===== src/rtl/awt_pkg.sv =====
`default_nettype none

package awt_pkg;

	localparam int SAMPLE_W      = 16;
	localparam int COEF_W        = 18;
	localparam int NUM_REG_COEFS = 6;
	localparam int CFG_IDX_W     = 3;
	localparam int PEAK_W        = 24;
	localparam int Y_W           = 28;
	localparam int SUM_W         = 54;
	localparam int MUL_W         = 32;
	localparam int PROD_W        = 64;
	localparam int QUO_W         = 16;
	localparam int NUM_W         = Y_W + QUO_W + 1;

	localparam logic [CFG_IDX_W-1:0] CFG_WAVE_MODE  = 3'd0;
	localparam logic [CFG_IDX_W-1:0] CFG_COEF_FIRST = 3'd1;
	localparam logic [CFG_IDX_W-1:0] CFG_COEF_LAST  = 3'd6;

	localparam logic signed [COEF_W-1:0] COEF_ONE_RESET = 18'sd16384;
	localparam logic [PEAK_W-1:0] PEAK_ONE = 24'h040000;
	localparam logic [PEAK_W-1:0] PEAK_MAX = 24'hFFFFFF;

	localparam logic signed [MUL_W-1:0] Q30_ONE = 32'sh4000_0000;
	localparam logic signed [MUL_W-1:0] SIN_A1  = 32'sd1686629713;
	localparam logic signed [MUL_W-1:0] SIN_A3  = 32'sd693598668;
	localparam logic signed [MUL_W-1:0] SIN_A5  = 32'sd85569306;
	localparam logic signed [MUL_W-1:0] SIN_A7  = 32'sd5026995;
	localparam logic signed [MUL_W-1:0] SIN_A9  = 32'sd172272;

	localparam logic [SAMPLE_W-1:0] OUT_POS_MAX = 16'h7FFF;
	localparam logic [SAMPLE_W-1:0] OUT_NEG_MAX = 16'h8000;

	typedef logic signed [COEF_W-1:0] coef_t;
	typedef coef_t coef_arr_t [NUM_REG_COEFS];

	typedef enum logic [4:0] {
		OP_NOP,
		OP_REBUILD,
		OP_ENTRY_START,
		OP_MUL_CX,
		OP_MUL_XX,
		OP_ADD_P,
		OP_SET_XX,
		OP_SIN_START,
		OP_MUL_ZZ,
		OP_SET_Z2,
		OP_MUL_HORN,
		OP_HORN,
		OP_MUL_ZACC,
		OP_SET_SIN,
		OP_MUL_CACC,
		OP_ROUND_Y,
		OP_PEAK,
		OP_DIV_START,
		OP_DIV_STEP
	} op_t;

	typedef enum logic [4:0] {
		ST_IDLE,
		ST_ENTRY,
		ST_P_MUL_CX,
		ST_P_ADD,
		ST_P_MUL_XX,
		ST_P_SET_XX,
		ST_H_START,
		ST_H_MUL_ZZ,
		ST_H_SET_Z2,
		ST_H_MUL_HORN,
		ST_H_HORN,
		ST_H_MUL_ZACC,
		ST_H_SET_SIN,
		ST_H_MUL_CACC,
		ST_H_ADD,
		ST_FINISH,
		ST_PEAK,
		ST_DIV_START,
		ST_DIV_STEP,
		ST_WRITE
	} state_t;

	typedef struct packed {
		op_t        op;
		logic [1:0] horn;
		logic [2:0] term;
	} dp_cmd_t;

	typedef struct packed {
		logic we;
		logic lookup_en;
	} tbl_cmd_t;

	// Arithmetic shift right with rounding half away from zero.
	function automatic logic signed [PROD_W-1:0] round_shr(
		input logic signed [PROD_W-1:0] v,
		input int sh
	);
		logic signed [PROD_W-1:0] bias;
		bias = (64'sd1 <<< (sh - 1)) - (v[PROD_W-1] ? 64'sd1 : 64'sd0);
		return (v + bias) >>> sh;
	endfunction

endpackage

`default_nettype wire


===== src/rtl/awt_dp.sv =====
`default_nettype none

module awt_dp #(
	parameter int TABLE_SIZE = 512,
	parameter int IW = $clog2(TABLE_SIZE)
) (
	input  wire                                clk,
	input  awt_pkg::dp_cmd_t                   cmd,
	input  wire [IW-1:0]                       entry_idx,
	input  awt_pkg::coef_arr_t                 coefs,
	output logic signed [awt_pkg::SAMPLE_W-1:0] entry_val
);
	import awt_pkg::*;

	localparam int HALF  = TABLE_SIZE / 2;
	localparam int XSH   = 30 - (IW - 1);
	localparam int PH_SH = 30 - (IW - 2);

	logic signed [IW:0]        rel;
	logic signed [MUL_W-1:0]   x_new;
	coef_t                     coef_sel;
	logic signed [MUL_W-1:0]   coef_w;
	logic [4:0]                hmul;
	logic [IW+4:0]             ph_full;
	logic [IW-1:0]             ph;
	logic [29:0]               f;
	logic signed [MUL_W-1:0]   z_new;
	logic signed [MUL_W-1:0]   horn_k;
	logic signed [MUL_W-1:0]   mul_a;
	logic signed [MUL_W-1:0]   mul_b;
	logic signed [PROD_W-1:0]  rnd_full;
	logic signed [MUL_W-1:0]   rnd32;
	logic signed [PROD_W-1:0]  yr_full;
	logic [Y_W-1:0]            ymag;
	logic [NUM_W-1:0]          num;
	logic [NUM_W-1:0]          d2;

	logic signed [MUL_W-1:0]   x_q;
	logic signed [MUL_W-1:0]   xx_q;
	logic signed [MUL_W-1:0]   z_q;
	logic signed [MUL_W-1:0]   z2_q;
	logic signed [MUL_W-1:0]   acc_q;
	logic                      zneg_q;
	logic signed [PROD_W-1:0]  p_q;
	logic signed [SUM_W-1:0]   sum_q;
	logic signed [Y_W-1:0]     y_q;
	logic [PEAK_W-1:0]         peak_q;
	logic [NUM_W-1:0]          rem_q;
	logic [NUM_W-1:0]          dv_q;
	logic [QUO_W-1:0]          quo_q;
	logic                      ovf_q;

	always_comb begin
		rel      = $signed({1'b0, entry_idx}) - $signed((IW + 1)'(HALF));
		x_new    = MUL_W'(rel) <<< XSH;
		coef_sel = (cmd.term < NUM_REG_COEFS) ? coefs[cmd.term] : '0;
		coef_w   = MUL_W'(coef_sel);
		// Harmonic multiple 1+3k and its phase, wrapped to one period.
		hmul     = 5'(1 + 3 * cmd.term);
		ph_full  = (IW + 5)'(rel[IW-1:0]) * (IW + 5)'(hmul);
		ph       = ph_full[IW-1:0];
		f        = 30'(ph[IW-3:0]) << PH_SH;
		z_new    = ph[IW-2] ? (Q30_ONE - {2'b00, f}) : {2'b00, f};
		rnd_full = round_shr(p_q, 30);
		rnd32    = rnd_full[MUL_W-1:0];
		yr_full  = round_shr(PROD_W'(sum_q), 26);
		ymag     = y_q[Y_W-1] ? Y_W'(-y_q) : Y_W'(y_q);
		num      = {1'b0, ymag, {QUO_W{1'b0}}} + NUM_W'(peak_q);
		d2       = NUM_W'({peak_q, 1'b0});
	end

	always_comb begin
		unique case (cmd.horn)
			2'd0: horn_k = SIN_A7;
			2'd1: horn_k = SIN_A5;
			2'd2: horn_k = SIN_A3;
			default: horn_k = SIN_A1;
		endcase
	end

	always_comb begin
		mul_a = '0;
		mul_b = '0;
		unique case (cmd.op)
			OP_MUL_CX: begin
				mul_a = coef_w;
				mul_b = xx_q;
			end
			OP_MUL_XX: begin
				mul_a = xx_q;
				mul_b = x_q;
			end
			OP_MUL_ZZ: begin
				mul_a = z_q;
				mul_b = z_q;
			end
			OP_MUL_HORN: begin
				mul_a = z2_q;
				mul_b = acc_q;
			end
			OP_MUL_ZACC: begin
				mul_a = z_q;
				mul_b = acc_q;
			end
			OP_MUL_CACC: begin
				mul_a = coef_w;
				mul_b = acc_q;
			end
			default: begin
			end
		endcase
	end

	always_ff @(posedge clk) begin
		p_q <= mul_a * mul_b;
		unique case (cmd.op)
			OP_REBUILD: peak_q <= PEAK_ONE;
			OP_ENTRY_START: begin
				x_q   <= x_new;
				xx_q  <= x_new;
				sum_q <= '0;
			end
			OP_ADD_P: sum_q <= sum_q + SUM_W'(p_q);
			OP_SET_XX: xx_q <= rnd32;
			OP_SIN_START: begin
				z_q    <= z_new;
				zneg_q <= ph[IW-1];
			end
			OP_SET_Z2: begin
				z2_q  <= rnd32;
				acc_q <= SIN_A9;
			end
			OP_HORN: acc_q <= horn_k - rnd32;
			OP_SET_SIN: acc_q <= zneg_q ? -rnd32 : rnd32;
			OP_ROUND_Y: y_q <= yr_full[Y_W-1:0];
			OP_PEAK: begin
				if (ymag > Y_W'(peak_q)) begin
					peak_q <= (ymag > Y_W'(PEAK_MAX)) ? PEAK_MAX : ymag[PEAK_W-1:0];
				end
			end
			OP_DIV_START: begin
				rem_q <= num;
				dv_q  <= d2 << (QUO_W - 1);
				ovf_q <= num >= (d2 << QUO_W);
				quo_q <= '0;
			end
			OP_DIV_STEP: begin
				if (rem_q >= dv_q) begin
					rem_q <= rem_q - dv_q;
					quo_q <= {quo_q[QUO_W-2:0], 1'b1};
				end else begin
					quo_q <= {quo_q[QUO_W-2:0], 1'b0};
				end
				dv_q <= dv_q >> 1;
			end
			default: begin
			end
		endcase
	end

	always_comb begin
		if (y_q[Y_W-1]) begin
			entry_val = (ovf_q || quo_q > OUT_NEG_MAX) ? OUT_NEG_MAX : -quo_q;
		end else begin
			entry_val = (ovf_q || quo_q > OUT_POS_MAX) ? OUT_POS_MAX : quo_q;
		end
	end

endmodule

`default_nettype wire


===== config.mk =====
export PLATFORM = sky130hd
export DESIGN_NAME = awt_dp
export DESIGN_NICKNAME = d
export VERILOG_FILES = /design/src/rtl/awt_pkg.sv /design/src/rtl/awt_dp.sv
export SDC_FILE = /design/constraint.sdc
export NUM_CORES = 2
export LEC_CHECK = 0
export BUFFER_PORTS_ARGS = -buffer_cell sky130_fd_sc_hd__clkbuf_2
export CORE_ASPECT_RATIO = 1.2
export CORE_MARGIN = 5
export CORE_UTILIZATION = 45
export CTS_BUF_LIST = sky130_fd_sc_hd__clkbuf_8
export CTS_CLUSTER_SIZE = 30
export DETAILED_ROUTE_END_ITERATION = 8
export GPL_TIMING_DRIVEN = 0
export PLACE_DENSITY = 0.71
export SLEW_MARGIN = 15
export SYNTH_ARGS = -nofsm -noshare
export SYNTH_HDL_FRONTEND = slang
export SYNTH_SLANG_ARGS = --single-unit

===== constraint.sdc =====
create_clock -name clk -period 15.8 [get_ports clk]
set_input_delay 2.37 -clock clk [delete_from_list [all_inputs] [get_ports clk]]
set_output_delay 2.37 -clock clk [all_outputs]
set_load 0.005 [all_outputs]

==> flow_summary_export.csv <==
group,metric,value,unit
clocking,cts_resized,0,
placed_design,dp_hpwl,193,mm
logic_synthesis,ys_warn_count,0,
timing,tightest_slew,1.34,ns
worst_setup_path,critPathMaxFanout,10,
worst_setup_path,cp-start-kind,"input port",
worst_hold_path,hp-class,"reg -> reg",
worst_setup_path,r2r_slack,4.15,ns
clocking,numCtsBuffers,71,
power_and_ir_drop,ir_worst_vdd,56.1,uV
worst_hold_path,worstHoldStart,"dv_q[33]",
drt,firstDrtPassIters,9,
power_and_ir_drop,powerDensity,50.2,nW/um^2
worst_setup_path,critPathMostFrequentCell,"fa_1",
finish,nNetsFinal,8951,
drt,wl,231,mm
worst_setup_path,worst_path_max_delay_cell,"a211oi_1",
worst_setup_path,required,16.39,ns
timing,fin_tns_setup,0,ns
worst_setup_path,reg2reg_from,"z_q[27]",
logic_synthesis,ys.flop_type,"edfxtp_1",
worst_setup_path,critPathKind,"in -> reg",
logic_synthesis,ys_types,97,
timing,timing.final.crit_share,98.2,%
timing,clock.fmax,0.0645,GHz
clocking,clock_path_buffers,3,
worst_setup_path,crit_path_end,"p_q[60]",
logic_synthesis,ys_seq_area_share,17.1,%
drt,postRouteAntennaNets,0,
floorplanning,dieArea,150000,sq um
drt,vias,53019,
placed_design,io_buffers,142,
finish,final_area,69100,sq um
finish,drive_gt1_share,5.35,%
logic_synthesis,ys_top_cells_by_area,"fa_1, edfxtp_1, ha_1",
drt,drc,0,
drt,via_per_inst,5.77,
floorplanning,die_x,355,um
clocking,clock-sinks,385,
logic_synthesis,yosysTopAreaCell,"fa_1",
job,cap_violations,0,
timing,fin_skew,0.0463,ns
worst_setup_path,worst-endpoint-arrival,16.09,ns
clocking,cts_setup_buffers,0,
placed_design,placed_cell_area,67600,sq um
timing,final-setup-viol-count,0,
clocking,hold_buffers,0,
logic_synthesis,netlist.area_leader.share,34.4,%
worst_setup_path,r2r_end,"p_q[63]",
logic_synthesis,synth_edf_count,322,
floorplanning,start_util,45.4,%
logic_synthesis,synth_seq_cells,385,
power_and_ir_drop,p_leak,33.0,nW
floorplanning,io_pins,144,
timing,post-route-min-period,15.51,ns
floorplanning,core-area,141000,sq um
timing,relSlewSlack,10.4,%
finish,layout-area-overhead-vs-synth,7.76,%
clocking,cts_tree,"yes",
floorplanning,rows,151,
grt,grt_pass1_vias,55237,
floorplanning,die_h,423,um
grt,grt_pass1_wl,344,mm
logic_synthesis,synth_common_cells,"inv_1, fa_1, nand2_1",
drt,drt-initial-drc-count,4679,
clocking,clk_pin_slew_worst_paths,0.06,ns
logic_synthesis,avgSynthCellArea,9.11,sq um
worst_setup_path,crit_path_end_kind,"register",
grt,antenna_found_initial,13,
clocking,clock-root-buffer,"clkbuf_8",
grt,grt_max_degree,57,
logic_synthesis,netlist_area,64100,sq um
grt,grt_overflow,0,
placed_design,place_congestion,1.06,
logic_synthesis,netlist_instances,7034,
logic_synthesis,async_flop_share,0,%
logic_synthesis,yosysMostFrequentCell,"inv_1",
logic_synthesis,syn_nets,8702,
worst_setup_path,crit_path_start,"cmd[8]",
worst_setup_path,slowest_delay,0.89,ns
timing,rsz0062_at_grt,"false",
timing,finalMaxSlewViolations,0,
clocking,ctsHtreeMaxLevel,3,
clocking,clkLatencyLatePin,0.71,ns
grt,grtUsageTotal,30.8,%
outcome,status,"complete, no violations",
timing,hold_violations,0,
drt,wl_per_cell,25.2,um
worst_setup_path,worst-r2r-cell-count,31,
==> worst min path at each step <==
stage | endpoint | slack (ns) | cells after the start
final | dv_q[32] | 0.56 | 2
after global routing | dv_q[32] | 0.60 | 2
after CTS | dv_q[32] | 0.56 | 2
after detailed placement | dv_q[32] | 0.54 | 2
after global placement | dv_q[38] | 0.54 | 2
after floorplan | dv_q[32] | 0.52 | 2
==> metrics by stage <==
stage	setup slack (ns)	std cells	power, W	hold WS (ns)	util (%)
floorplan	3.95	7034	0.00201	0.522	-
global placement	-0.989	9012	0.00241	0.544	47.5
detailed placement	-0.0819	9046	0.00242	0.543	47.8
CTS	0.626	9176	0.00345	0.558	48.8
global route	0.0311	9178	0.00363	0.595	48.9
finish	0.290	9185	0.00347	0.555	48.9
==> cells in the final DEF, fill, tap and decap left out, types with 22 or more instances in the layout <==
| master | instances |
|---|---|
| inv_1 | 1375 |
| fa_1 | 1100 |
| nand2_1 | 1000 |
| nor2_1 | 512 |
| ha_1 | 439 |
| edfxtp_1 | 322 |
| a21oi_1 | 274 |
| clkbuf_1 | 255 |
| o21ai_0 | 217 |
| xnor2_1 | 211 |
| clkbuf_2 | 147 |
| a21o_1 | 127 |
| xor2_1 | 112 |
| clkbuf_8 | 77 |
| and2_1 | 74 |
| nand3_1 | 67 |
| dfxtp_1 | 63 |
| nand2b_1 | 58 |
| nor3_1 | 53 |
| nor2b_1 | 48 |
| o22ai_1 | 44 |
| nand4_1 | 43 |
| a22oi_1 | 41 |
| o21a_1 | 39 |
| or3_1 | 33 |
| a31oi_1 | 32 |
| and3_1 | 32 |
| or2_2 | 28 |
| o21bai_1 | 28 |
| a22o_1 | 27 |
| mux2i_1 | 25 |
| buf_1 | 23 |
| a211oi_1 | 22 |
| o31ai_1 | 22 |
==> cell families after synthesis <==
kind of cell | count (synthesis) | share of synthesized area [%]
AO/OA/AOI/OAI | 1056 | 10.9
buffers and inverters | 1650 | 9.67
adder cells (fa/ha/maj) | 1540 | 43.0
flip-flops | 385 | 17.1
XOR/XNOR | 324 | 4.44
multiplexers | 43 | 1.02
AND/OR/NAND/NOR | 2036 | 14.0
==> registers in the layout (all words and copies together), names as in the netlist <==
register,count
p_q,63
sum_q,54
rem_q,45
dv_q,40
acc_q,32
xx_q,32
z2_q,32
y_q,28
peak_q,24
quo_q,16
x_q,9
z_q,8
ovf_q,1
zneg_q,1
==> critical path: cells and delay by family <==
kind / cells / cell delay [ns]
xor gates and xnor gates: 1 / 0.15
and+or+nand+nor: 6 / 1.59
buffers and inverters: 11 / 2.88
adders and majority gates: 9 / 4.05
AOI/OAI and AO/OA: 11 / 4.99
==> power breakdown <==
group / internal (W) / switching (W)
clock network: 0.000538 / 0.000478
logic: 0.000437 / 0.000784
registers: 0.00115 / 0.0000785
total: 0.00213 / 0.00134
==> metal layers <==
metal	up-vias	track usage, %	part of all wire [%]
met5	-	0	0.0039
met4	2	24.0	10
met3	913	6.74	8.8
met2	2778	50.0	46
met1	26413	35.2	35
li1	22913	-	-
==> area by class of cell <==
class	instances	area, sq um
Clock inverter	53	385
Sequential cell	385	10900
Fill cell	13433	72300
Inverter	1364	5120
Timing Repair Buffer	177	1060
Antenna cell	9	22.5
Clock buffer	77	1060
Tap cell	1836	2300
Buffer	285	1080
Multi-Input combinational cell	4999	47100
(Power assumes the default switching activity.)
