### src/rtl/awt_pkg.sv
`default_nettype none

package awt_pkg;

	localparam int SAMPLE_W      = 16;
	localparam int COEF_W        = 18;
	localparam int NUM_REG_COEFS = 6;
	localparam int CFG_IDX_W     = 3;
	localparam int PEAK_W        = 24;
	localparam int Y_W           = 28;
	localparam int SUM_W         = 54;
	localparam int MUL_W         = 32;
	localparam int PROD_W        = 64;
	localparam int QUO_W         = 16;
	localparam int NUM_W         = Y_W + QUO_W + 1;

	localparam logic [CFG_IDX_W-1:0] CFG_WAVE_MODE  = 3'd0;
	localparam logic [CFG_IDX_W-1:0] CFG_COEF_FIRST = 3'd1;
	localparam logic [CFG_IDX_W-1:0] CFG_COEF_LAST  = 3'd6;

	localparam logic signed [COEF_W-1:0] COEF_ONE_RESET = 18'sd16384;
	localparam logic [PEAK_W-1:0] PEAK_ONE = 24'h040000;
	localparam logic [PEAK_W-1:0] PEAK_MAX = 24'hFFFFFF;

	localparam logic signed [MUL_W-1:0] Q30_ONE = 32'sh4000_0000;
	localparam logic signed [MUL_W-1:0] SIN_A1  = 32'sd1686629713;
	localparam logic signed [MUL_W-1:0] SIN_A3  = 32'sd693598668;
	localparam logic signed [MUL_W-1:0] SIN_A5  = 32'sd85569306;
	localparam logic signed [MUL_W-1:0] SIN_A7  = 32'sd5026995;
	localparam logic signed [MUL_W-1:0] SIN_A9  = 32'sd172272;

	localparam logic [SAMPLE_W-1:0] OUT_POS_MAX = 16'h7FFF;
	localparam logic [SAMPLE_W-1:0] OUT_NEG_MAX = 16'h8000;

	typedef logic signed [COEF_W-1:0] coef_t;
	typedef coef_t coef_arr_t [NUM_REG_COEFS];

	typedef enum logic [4:0] {
		OP_NOP,
		OP_REBUILD,
		OP_ENTRY_START,
		OP_MUL_CX,
		OP_MUL_XX,
		OP_ADD_P,
		OP_SET_XX,
		OP_SIN_START,
		OP_MUL_ZZ,
		OP_SET_Z2,
		OP_MUL_HORN,
		OP_HORN,
		OP_MUL_ZACC,
		OP_SET_SIN,
		OP_MUL_CACC,
		OP_ROUND_Y,
		OP_PEAK,
		OP_DIV_START,
		OP_DIV_STEP
	} op_t;

	typedef enum logic [4:0] {
		ST_IDLE,
		ST_ENTRY,
		ST_P_MUL_CX,
		ST_P_ADD,
		ST_P_MUL_XX,
		ST_P_SET_XX,
		ST_H_START,
		ST_H_MUL_ZZ,
		ST_H_SET_Z2,
		ST_H_MUL_HORN,
		ST_H_HORN,
		ST_H_MUL_ZACC,
		ST_H_SET_SIN,
		ST_H_MUL_CACC,
		ST_H_ADD,
		ST_FINISH,
		ST_PEAK,
		ST_DIV_START,
		ST_DIV_STEP,
		ST_WRITE
	} state_t;

	typedef struct packed {
		op_t        op;
		logic [1:0] horn;
		logic [2:0] term;
	} dp_cmd_t;

	typedef struct packed {
		logic we;
		logic lookup_en;
	} tbl_cmd_t;

	// Arithmetic shift right with rounding half away from zero.
	function automatic logic signed [PROD_W-1:0] round_shr(
		input logic signed [PROD_W-1:0] v,
		input int sh
	);
		logic signed [PROD_W-1:0] bias;
		bias = (64'sd1 <<< (sh - 1)) - (v[PROD_W-1] ? 64'sd1 : 64'sd0);
		return (v + bias) >>> sh;
	endfunction

endpackage

`default_nettype wire

### src/rtl/awt_ctrl.sv
`default_nettype none

module awt_ctrl #(
	parameter int TABLE_SIZE = 512,
	parameter int NUM_COEFS = 6,
	parameter int IW = $clog2(TABLE_SIZE)
) (
	input  wire                clk,
	input  wire                arst_n,
	input  wire                cfg_we,
	input  wire                wave_mode,
	input  wire                sample_in_valid,
	output awt_pkg::dp_cmd_t   dp_cmd,
	output awt_pkg::tbl_cmd_t  tbl_cmd,
	output logic [IW-1:0]      entry_idx
);
	import awt_pkg::*;

	localparam int KW = (NUM_COEFS > 1) ? $clog2(NUM_COEFS) : 1;
	localparam logic [KW-1:0] K_LAST = KW'(NUM_COEFS - 1);
	localparam logic [IW-1:0] I_LAST = IW'(TABLE_SIZE - 1);

	state_t        state_q, state_d;
	logic [IW-1:0] i_q, i_d;
	logic [KW-1:0] k_q, k_d;
	logic [3:0]    step_q, step_d;
	logic          pass_q, pass_d;
	logic          stale_q;
	logic          done;

	always_ff @(posedge clk or negedge arst_n) begin
		if (!arst_n) begin
			state_q <= ST_IDLE;
			i_q     <= '0;
			k_q     <= '0;
			step_q  <= '0;
			pass_q  <= 1'b0;
			stale_q <= 1'b1;
		end else begin
			state_q <= state_d;
			i_q     <= i_d;
			k_q     <= k_d;
			step_q  <= step_d;
			pass_q  <= pass_d;
			if (cfg_we) begin
				stale_q <= 1'b1;
			end else if (done) begin
				stale_q <= 1'b0;
			end
		end
	end

	assign entry_idx = i_q;

	always_comb begin
		state_d           = state_q;
		i_d               = i_q;
		k_d               = k_q;
		step_d            = step_q;
		pass_d            = pass_q;
		done              = 1'b0;
		dp_cmd.op         = OP_NOP;
		dp_cmd.horn       = step_q[1:0];
		dp_cmd.term       = 3'(k_q);
		tbl_cmd.we        = 1'b0;
		tbl_cmd.lookup_en = 1'b0;
		unique case (state_q)
			ST_IDLE: begin
				tbl_cmd.lookup_en = !stale_q;
				if (stale_q && sample_in_valid) begin
					dp_cmd.op = OP_REBUILD;
					i_d       = '0;
					pass_d    = 1'b0;
					state_d   = ST_ENTRY;
				end
			end
			ST_ENTRY: begin
				dp_cmd.op = OP_ENTRY_START;
				k_d       = '0;
				state_d   = wave_mode ? ST_P_MUL_CX : ST_H_START;
			end
			ST_P_MUL_CX: begin
				dp_cmd.op = OP_MUL_CX;
				state_d   = ST_P_ADD;
			end
			ST_P_ADD: begin
				dp_cmd.op = OP_ADD_P;
				state_d   = (k_q == K_LAST) ? ST_FINISH : ST_P_MUL_XX;
			end
			ST_P_MUL_XX: begin
				dp_cmd.op = OP_MUL_XX;
				state_d   = ST_P_SET_XX;
			end
			ST_P_SET_XX: begin
				dp_cmd.op = OP_SET_XX;
				k_d       = k_q + 1'b1;
				state_d   = ST_P_MUL_CX;
			end
			ST_H_START: begin
				dp_cmd.op = OP_SIN_START;
				state_d   = ST_H_MUL_ZZ;
			end
			ST_H_MUL_ZZ: begin
				dp_cmd.op = OP_MUL_ZZ;
				state_d   = ST_H_SET_Z2;
			end
			ST_H_SET_Z2: begin
				dp_cmd.op = OP_SET_Z2;
				step_d    = '0;
				state_d   = ST_H_MUL_HORN;
			end
			ST_H_MUL_HORN: begin
				dp_cmd.op = OP_MUL_HORN;
				state_d   = ST_H_HORN;
			end
			ST_H_HORN: begin
				dp_cmd.op = OP_HORN;
				step_d    = step_q + 1'b1;
				state_d   = (step_q[1:0] == 2'd3) ? ST_H_MUL_ZACC : ST_H_MUL_HORN;
			end
			ST_H_MUL_ZACC: begin
				dp_cmd.op = OP_MUL_ZACC;
				state_d   = ST_H_SET_SIN;
			end
			ST_H_SET_SIN: begin
				dp_cmd.op = OP_SET_SIN;
				state_d   = ST_H_MUL_CACC;
			end
			ST_H_MUL_CACC: begin
				dp_cmd.op = OP_MUL_CACC;
				state_d   = ST_H_ADD;
			end
			ST_H_ADD: begin
				dp_cmd.op = OP_ADD_P;
				if (k_q == K_LAST) begin
					state_d = ST_FINISH;
				end else begin
					k_d     = k_q + 1'b1;
					state_d = ST_H_START;
				end
			end
			ST_FINISH: begin
				dp_cmd.op = OP_ROUND_Y;
				state_d   = pass_q ? ST_DIV_START : ST_PEAK;
			end
			ST_PEAK: begin
				dp_cmd.op = OP_PEAK;
				state_d   = ST_ENTRY;
				if (i_q == I_LAST) begin
					i_d    = '0;
					pass_d = 1'b1;
				end else begin
					i_d = i_q + 1'b1;
				end
			end
			ST_DIV_START: begin
				dp_cmd.op = OP_DIV_START;
				step_d    = '0;
				state_d   = ST_DIV_STEP;
			end
			ST_DIV_STEP: begin
				dp_cmd.op = OP_DIV_STEP;
				step_d    = step_q + 1'b1;
				if (step_q == 4'd15) begin
					state_d = ST_WRITE;
				end
			end
			ST_WRITE: begin
				tbl_cmd.we = 1'b1;
				if (i_q == I_LAST) begin
					done    = 1'b1;
					state_d = ST_IDLE;
				end else begin
					i_d     = i_q + 1'b1;
					state_d = ST_ENTRY;
				end
			end
			default: state_d = ST_IDLE;
		endcase
	end

endmodule

`default_nettype wire

### config.mk
export PLATFORM = sky130hd
export DESIGN_NAME = awt_ctrl
export DESIGN_NICKNAME = d
export VERILOG_FILES = /design/src/rtl/awt_pkg.sv /design/src/rtl/awt_ctrl.sv
export SDC_FILE = /design/constraint.sdc
export NUM_CORES = 1
export LEC_CHECK = 0
export ABC_CLOCK_PERIOD_IN_PS = 2700
export BUFFER_PORTS_ARGS = -buffer_cell sky130_fd_sc_hd__buf_2
export CORE_MARGIN = 8
export CORE_UTILIZATION = 38
export CTS_BUF_LIST = sky130_fd_sc_hd__clkbuf_8
export CTS_CLUSTER_DIAMETER = 150
export CTS_CLUSTER_SIZE = 8
export DETAILED_ROUTE_END_ITERATION = 7
export MAX_ROUTING_LAYER = met4
export PLACE_DENSITY_LB_ADDON = 0.3
export SETUP_SLACK_MARGIN = 0.4
export SYNTH_ARGS = -nofsm -noshare
export SYNTH_HDL_FRONTEND = slang
export SYNTH_SLANG_ARGS = --single-unit
### constraint.sdc
create_clock -name clk -period 2.7 [get_ports clk]
set_input_delay 0.27 -clock clk [delete_from_list [all_inputs] [get_ports clk]]
set_output_delay 0.27 -clock clk [all_outputs]
set_load 0.03 [all_outputs]
==> flow_metrics.tcl, run 1 <==
set metrics [dict create \
    viasPerCell 5.553 \
    cts_root_buffer "clkbuf_8" \
    p_seq_frac 0.292 \
    wl_per_cell_um 14.64 \
    grt_max_degree 24 \
    die-height_um 78.76 \
    grt_pass1_wl_um 6203 \
    intPower_mw 0.8804 \
    cts_tree "yes" \
    worst_slack_ns 0.5097 \
    cp_max_fo 7 \
    finalInstanceArea_um2 1760 \
    cp.arrival_ns 2.38 \
    yosys.cell_types.count 42 \
    p_leak_nw 0.7773 \
    die_w_um 78.76 \
    drt_iter0_drc 192 \
    final.period_utilization 0.8112 \
    slew_headroom 0.6334 \
    antenna_found_initial 0 \
    rsz0062_at_grt "no" \
    crit_start "entry_idx[0]" \
    tightestPinTransition_ns 0.5499 \
    maxCapViolCount 0 \
    start_util 0.3852 \
    clk_pin_slew_worst_paths_ns 0.09 \
    dp_hpwl_um 2502 \
    crit_path_start_kind "flop" \
    fin_nets 218 \
    hold_path_class "in2reg" \
    first_global_vias 1279 \
    combPwrFrac 0.576 \
    rr_worst_depth 7 \
    yosysWarnings 0 \
    core-area_um2 3885 \
    required_ns 2.89 \
    syn_area_per_cell_um2 8.268 \
    cts_max_level 1 \
    maxSlewViolCount 0 \
    numCtsBuffers 3 \
    syn2layout_area_growth_pct 17.64 \
    endpoint_kind "flop" \
    grt_usage 0.1235 \
    drive_gt1_frac 0.2222 \
    hold_violations 0 \
    grt_overflow 0 \
    syn_nets 191 \
    clock-skew-final_ns 0.005138 \
    cts_buffer_depth 2 \
    setup-tns-final_ns 0 \
    drc_errors 0 \
    insertion_delay_ns 0.27 \
    synth_seq_cells 23 \
    routed_wl_um 3763 \
    row_count 23 \
    power_density_nw_per_um2 969.9 \
    drt_first_pass_iters 4 \
    fmax_mhz 456.5 \
    outcome "finished clean" \
    dp_slack_ns 0.3700 \
    diodes 0 \
    sw_frac_of_total 0.4844 \
    final_util 0.4531 \
    r2r_start "entry_idx[0]" \
    vias 1427 \
    power.share.clock 0.132 \
    placed_area_um2 1648 \
    r2r-end "entry_idx[7]" \
    critPathKind "reg2reg" \
    cts_sinks 23 \
    yosysSeqAreaShare 0.3855 \
    setup_viol 0 \
    gp_congestion 0.7717 \
    io_buffers 25 \
    syn_inst 181 \
    synth_area_um2 1496 \
    final_common_cell "nand2_1" \
    endpoint "entry_idx[7]" \
    final_cell_mix "nand2_1, buf_2, dfrtp_1" \
    ioPinCount 26 \
    p_sw_mw 0.8271 \
    fin_crit_ns 2.190 \
    ant_nets 0 \
    dieArea_um2 6202 \
    hold_slack_ns 0.1713 \
    ir_drop_v 0.0003386 \
    ff2ff_setup_slack_ns 0.51 \
]
## kinds of logic after synthesis
| kind of cell | after synthesis | share of synthesized area |
|---|---|---|
| multiplexers | 4 | 0.02759 |
| adder cells (fa/ha/maj) | 5 | 0.04181 |
| buffers and inverters | 20 | 0.06689 |
| XOR/XNOR | 2 | 0.01171 |
| flip-flops | 23 | 0.3855 |
| AND/OR/NAND/NOR | 74 | 0.2475 |
| AO/OA/AOI/OAI | 53 | 0.2191 |
## power groups by stage
stage	Combinational [mW]	Clock, mW	Sequential (mW)
detailed placement	0.929	0	0.503
global placement	0.930	0	0.502
global route	1.09	0.246	0.514
finish	0.984	0.226	0.498
CTS	0.943	0.230	0.498
floorplan	0.685	0	0.548
## worst max-delay path, stage by stage, from the launching register on
cell and delay, ns:
dfrtp_1 0.43, ha_1 0.25, nand3_1 0.09, nor2_1 0.05, ha_2 0.22, o32a_4 0.41
or4_1 0.48, a21oi_1 0.18
## sequential cells by signal, summed over array words and instances, names as in the netlist
register	flops
entry_idx	9
k_q	3
pass_q	1
stale_q	1
state_q	5
step_q	4
## per-layer routing
metal / part of all wire / routed length (um) / GRT usage
met1: 0.50 / 1900 / 0.1772
met2: 0.45 / 1681 / 0.1715
met3: 0.037 / 140 / 0.01693
met4: 0.011 / 41 / 0.04444
met5: 0 / 0 / -
## cell usage after synthesis, drive strengths merged
library cell  count  area share
a211oi            1      0.0050
a21bo             1      0.0067
a21o              1      0.0050
a21oi            14       0.047
a221oi            1      0.0059
a222oi            1      0.0067
a22o              2       0.012
a311o             1      0.0067
a31oi             1      0.0042
and2              1      0.0042
buf               7       0.034
clkbuf            8       0.020
dfrtp            22        0.37
dfstp             1       0.018
ha                5       0.042
inv               5       0.013
mux2              1      0.0075
mux2i             3       0.020
nand2            26       0.065
nand2b            4       0.017
nand3            10       0.033
nand4             1      0.0042
nor2              8       0.020
nor2b             4       0.017
nor3              6       0.020
nor3b             2       0.010
nor4b             1      0.0059
o21ai            17       0.057
o21bai            3       0.015
o22ai             5       0.021
o2bb2ai           1      0.0059
o31ai             3       0.015
o32a              1      0.0067
or2               1      0.0042
or3               5       0.021
or3b              1      0.0059
or4               4       0.020
xnor2             1      0.0059
xor2              1      0.0059
## how the worst min path moves through the flow
| stage | startpoint | cells past startpoint | end |
|---|---|---|---|
| 3_3_place_gp | arst_n | 1 | step_q[1] |
| 3_5_place_dp | arst_n | 1 | step_q[1] |
| 5_1_grt | cfg_we | 2 | stale_q |
| 2_1_floorplan | arst_n | 0 | entry_idx[0] |
| 6_report | cfg_we | 2 | stale_q |
| 4_1_cts | cfg_we | 2 | stale_q |
## through the flow
stage / std cells / power [mW]
6_report: 257 / 1.708
5_1_grt: 257 / 1.853
4_1_cts: 252 / 1.671
3_5_place_dp: 247 / 1.432
3_3_place_gp: 247 / 1.432
2_1_floorplan: 181 / 1.233
## area by class of cell
type | instances | area, um2
clock inverter | 1 | 5.005
clock buffer | 3 | 41.29
timing repair buffer | 36 | 210.2
fill | 411 | 2125
inverter | 5 | 18.77
multi-input combinational | 139 | 845.8
tap | 50 | 62.56
sequential | 23 | 576.8
## timing repair
item                       in CTS  in global routing
hold buffers                    1                  0
buffers inserted                0                  4
setup endpoints to repair       2                  5
gates cloned                    0                  1
hold endpoints to repair       22                  0
gates resized for setup         2                  1
pin swaps                       0                  1
Power figures use the tool's default switching activity.
==> run 2, diff against run 1 <==
- ABC_CLOCK_PERIOD_IN_PS: 2700 -> 1850
- clock period: 2.7 -> 1.85 ns (I/O delays scaled with it)
==> run 2 against run 1 <==
  * Critical path depth is 3 lower
  * Final cell count is 11% higher
  * Register-to-register slack lost 0.61 ns
  * Power grew 91%
  * Hold slack worse by 0.088 ns
  * The flow now finishes with violations (setup timing)
  * Count of clock-buffer cells in the layout did not move
  * Core utilization up 14 points
  * Wire length grew 16%
  * Critical path type unchanged
  * Sequential share of layout area fell by 7.4 points
==> flow_metrics.tcl, run 2 (synthesis gave the netlist of run 1 again) <==
set metrics [dict create \
    tightestPinTransition_ns 0.5308 \
    fin_nets 247 \
    final_common_cell "buf_4" \
    required_ns 2.06 \
    largest_reg_flops 9 \
    numCtsBuffers 3 \
    power_density_nw_per_um2 1420 \
    r2r-end "entry_idx[7]" \
    crit_slowest_cell "or4_4" \
    critPathKind "reg2reg" \
    outcome "complete, but fails checks" \
    crit_chain "or3b_4 > o32a_4 > or4_4 > a21oi_2" \
    hold_path_class "in2reg" \
    ff2ff_setup_slack_ns -0.1 \
    insertion_delay_ns 0.27 \
    violations "setup timing" \
    hold_slack_ns 0.08366 \
    worst_slack_ns -0.09851 \
    p_leak_nw 0.9656 \
    slew_headroom 0.6461 \
    grt_overflow 0 \
    placed_area_um2 1823 \
    viasPerCell 5.517 \
    grt_usage 0.1382 \
    cp_max_fo 5 \
    die_w_um 78.76 \
    r2r_start "state_q[2]" \
    max_stage_delay_ns 0.49 \
    drt_first_pass_iters 4 \
    dieArea_um2 6202 \
    syn2layout_area_growth_pct 53.09 \
    cts_max_level 1 \
    endpoint_kind "flop" \
    cts_sinks 23 \
    die-height_um 78.76 \
    setup_viol 7 \
    finalInstanceArea_um2 2291 \
    hold_depth 2 \
    rsz0062_at_grt "yes" \
    grt_max_degree 24 \
    diodes 0 \
    ant_nets 0 \
    routed_wl_um 4364 \
    rr_worst_depth 4 \
    start_util 0.3852 \
    io_buffers 25 \
    final_util 0.5897 \
    drt_iter0_drc 149 \
    vias 1578 \
    maxCapViolCount 0 \
    cts_root_buffer "clkbuf_8" \
    multi_input_area_um2 1057 \
    antenna_found_initial 0 \
    clk_pin_slew_worst_paths_ns 0.09 \
    drive_gt1_frac 0.5000 \
    cts_tree "yes" \
    crit_start "state_q[2]" \
    core-area_um2 3885 \
    min_to "stale_q" \
    gp_congestion 0.8301 \
    final.period_utilization 1.053 \
    n_fill_cell 342 \
    final_cell_mix "buf_4, nand2_1, buf_6" \
    ir_drop_v 0.0006040 \
    drc_errors 0 \
    register_area_um2 581.8 \
    grt_pass1_wl_um 6879 \
    min-delay-start "cfg_we" \
    cts_buffer_depth 2 \
    dp_hpwl_um 2697 \
    ioPinCount 26 \
    fmax_mhz 513.2 \
    wl_per_cell_um 15.26 \
    fin_crit_ns 1.949 \
    first_global_vias 1489 \
    crit_path_start_kind "flop" \
    clock-skew-final_ns 0.002546 \
    maxSlewViolCount 0 \
    row_count 23 \
    cp.arrival_ns 2.15 \
    hold_violations 0 \
]
run 2: cell types whose count changed in the layout (fill, tap and decap cells not counted), moves of 5 or more:
cell / previous run / this run
buf_6: 0 / 21
nor2_1: 8 / 3
buf_4: 10 / 24
o21ai_1: 0 / 6
o21ai_0: 17 / 10
a21oi_1: 14 / 9
buf_2: 25 / 19
a21oi_2: 0 / 5
run 2: how the worst max path moves through the flow:
stage	cells after the start	end
after detailed placement	8	entry_idx[2]
final	4	entry_idx[7]
after floorplan	6	entry_idx[7]
after global routing	5	entry_idx[7]
after CTS	8	entry_idx[2]
after global placement	8	entry_idx[2]
run 2: final cells by class:
class / instances / share of cell area
Multi-Input combinational cell: 139 / 0.4615
Sequential cell: 23 / 0.2540
Timing Repair Buffer: 65 / 0.2277
Tap cell: 50 / 0.02731
Clock buffer: 3 / 0.01802
Inverter: 5 / 0.008192
Clock inverter: 1 / 0.003277
run 2: timing repair:
action                                  in CTS  in global routing
pin swaps                                    3                 19
endpoints found under the setup margin      27                 28
resized for setup                           38                 36
hold buffers                                 1                  0
gates cloned                                 2                  0
hold endpoints to repair                    22                  0
buffers inserted                             5                 12
run 2: routing by layer:
| metal | track usage | wire [um] | vias to the layer above |
|---|---|---|---|
| met1 | 0.1687 | 1923 | 768 |
| li1 | - | - | 767 |
| met2 | 0.2245 | 2207 | 37 |
| met5 | - | 0 | - |
| met4 | 0.03519 | 52 | 0 |
| met3 | 0.03273 | 180 | 6 |
run 2: per-stage QoR:
step                worst slack [ns]  std cells  TNS, ns  power [mW]
finish                      -0.09851        286  -0.4099       3.254
global route                 -0.1332        286  -0.7805       3.451
CTS                         -0.08005        274  -0.3129       2.932
detailed placement           -0.1233        262  -0.5443       2.249
global placement            -0.09223        262  -0.3701       2.246
floorplan                    -0.1514        181  -0.6039       1.925
run 2: critical path: cells and delay by family (launching register included):
family	cells	cell delay (ns)
DFF	1	0.43
AOI/OAI and AO/OA	2	0.54
and+or+nand+nor	2	0.91
run 2: report_power, final:
| part | switching, mW | internal (mW) |
|---|---|---|
| logic | 1.19 | 0.985 |
| clock network | 0.184 | 0.153 |
| registers | 0.118 | 0.625 |
| total | 1.49 | 1.76 |
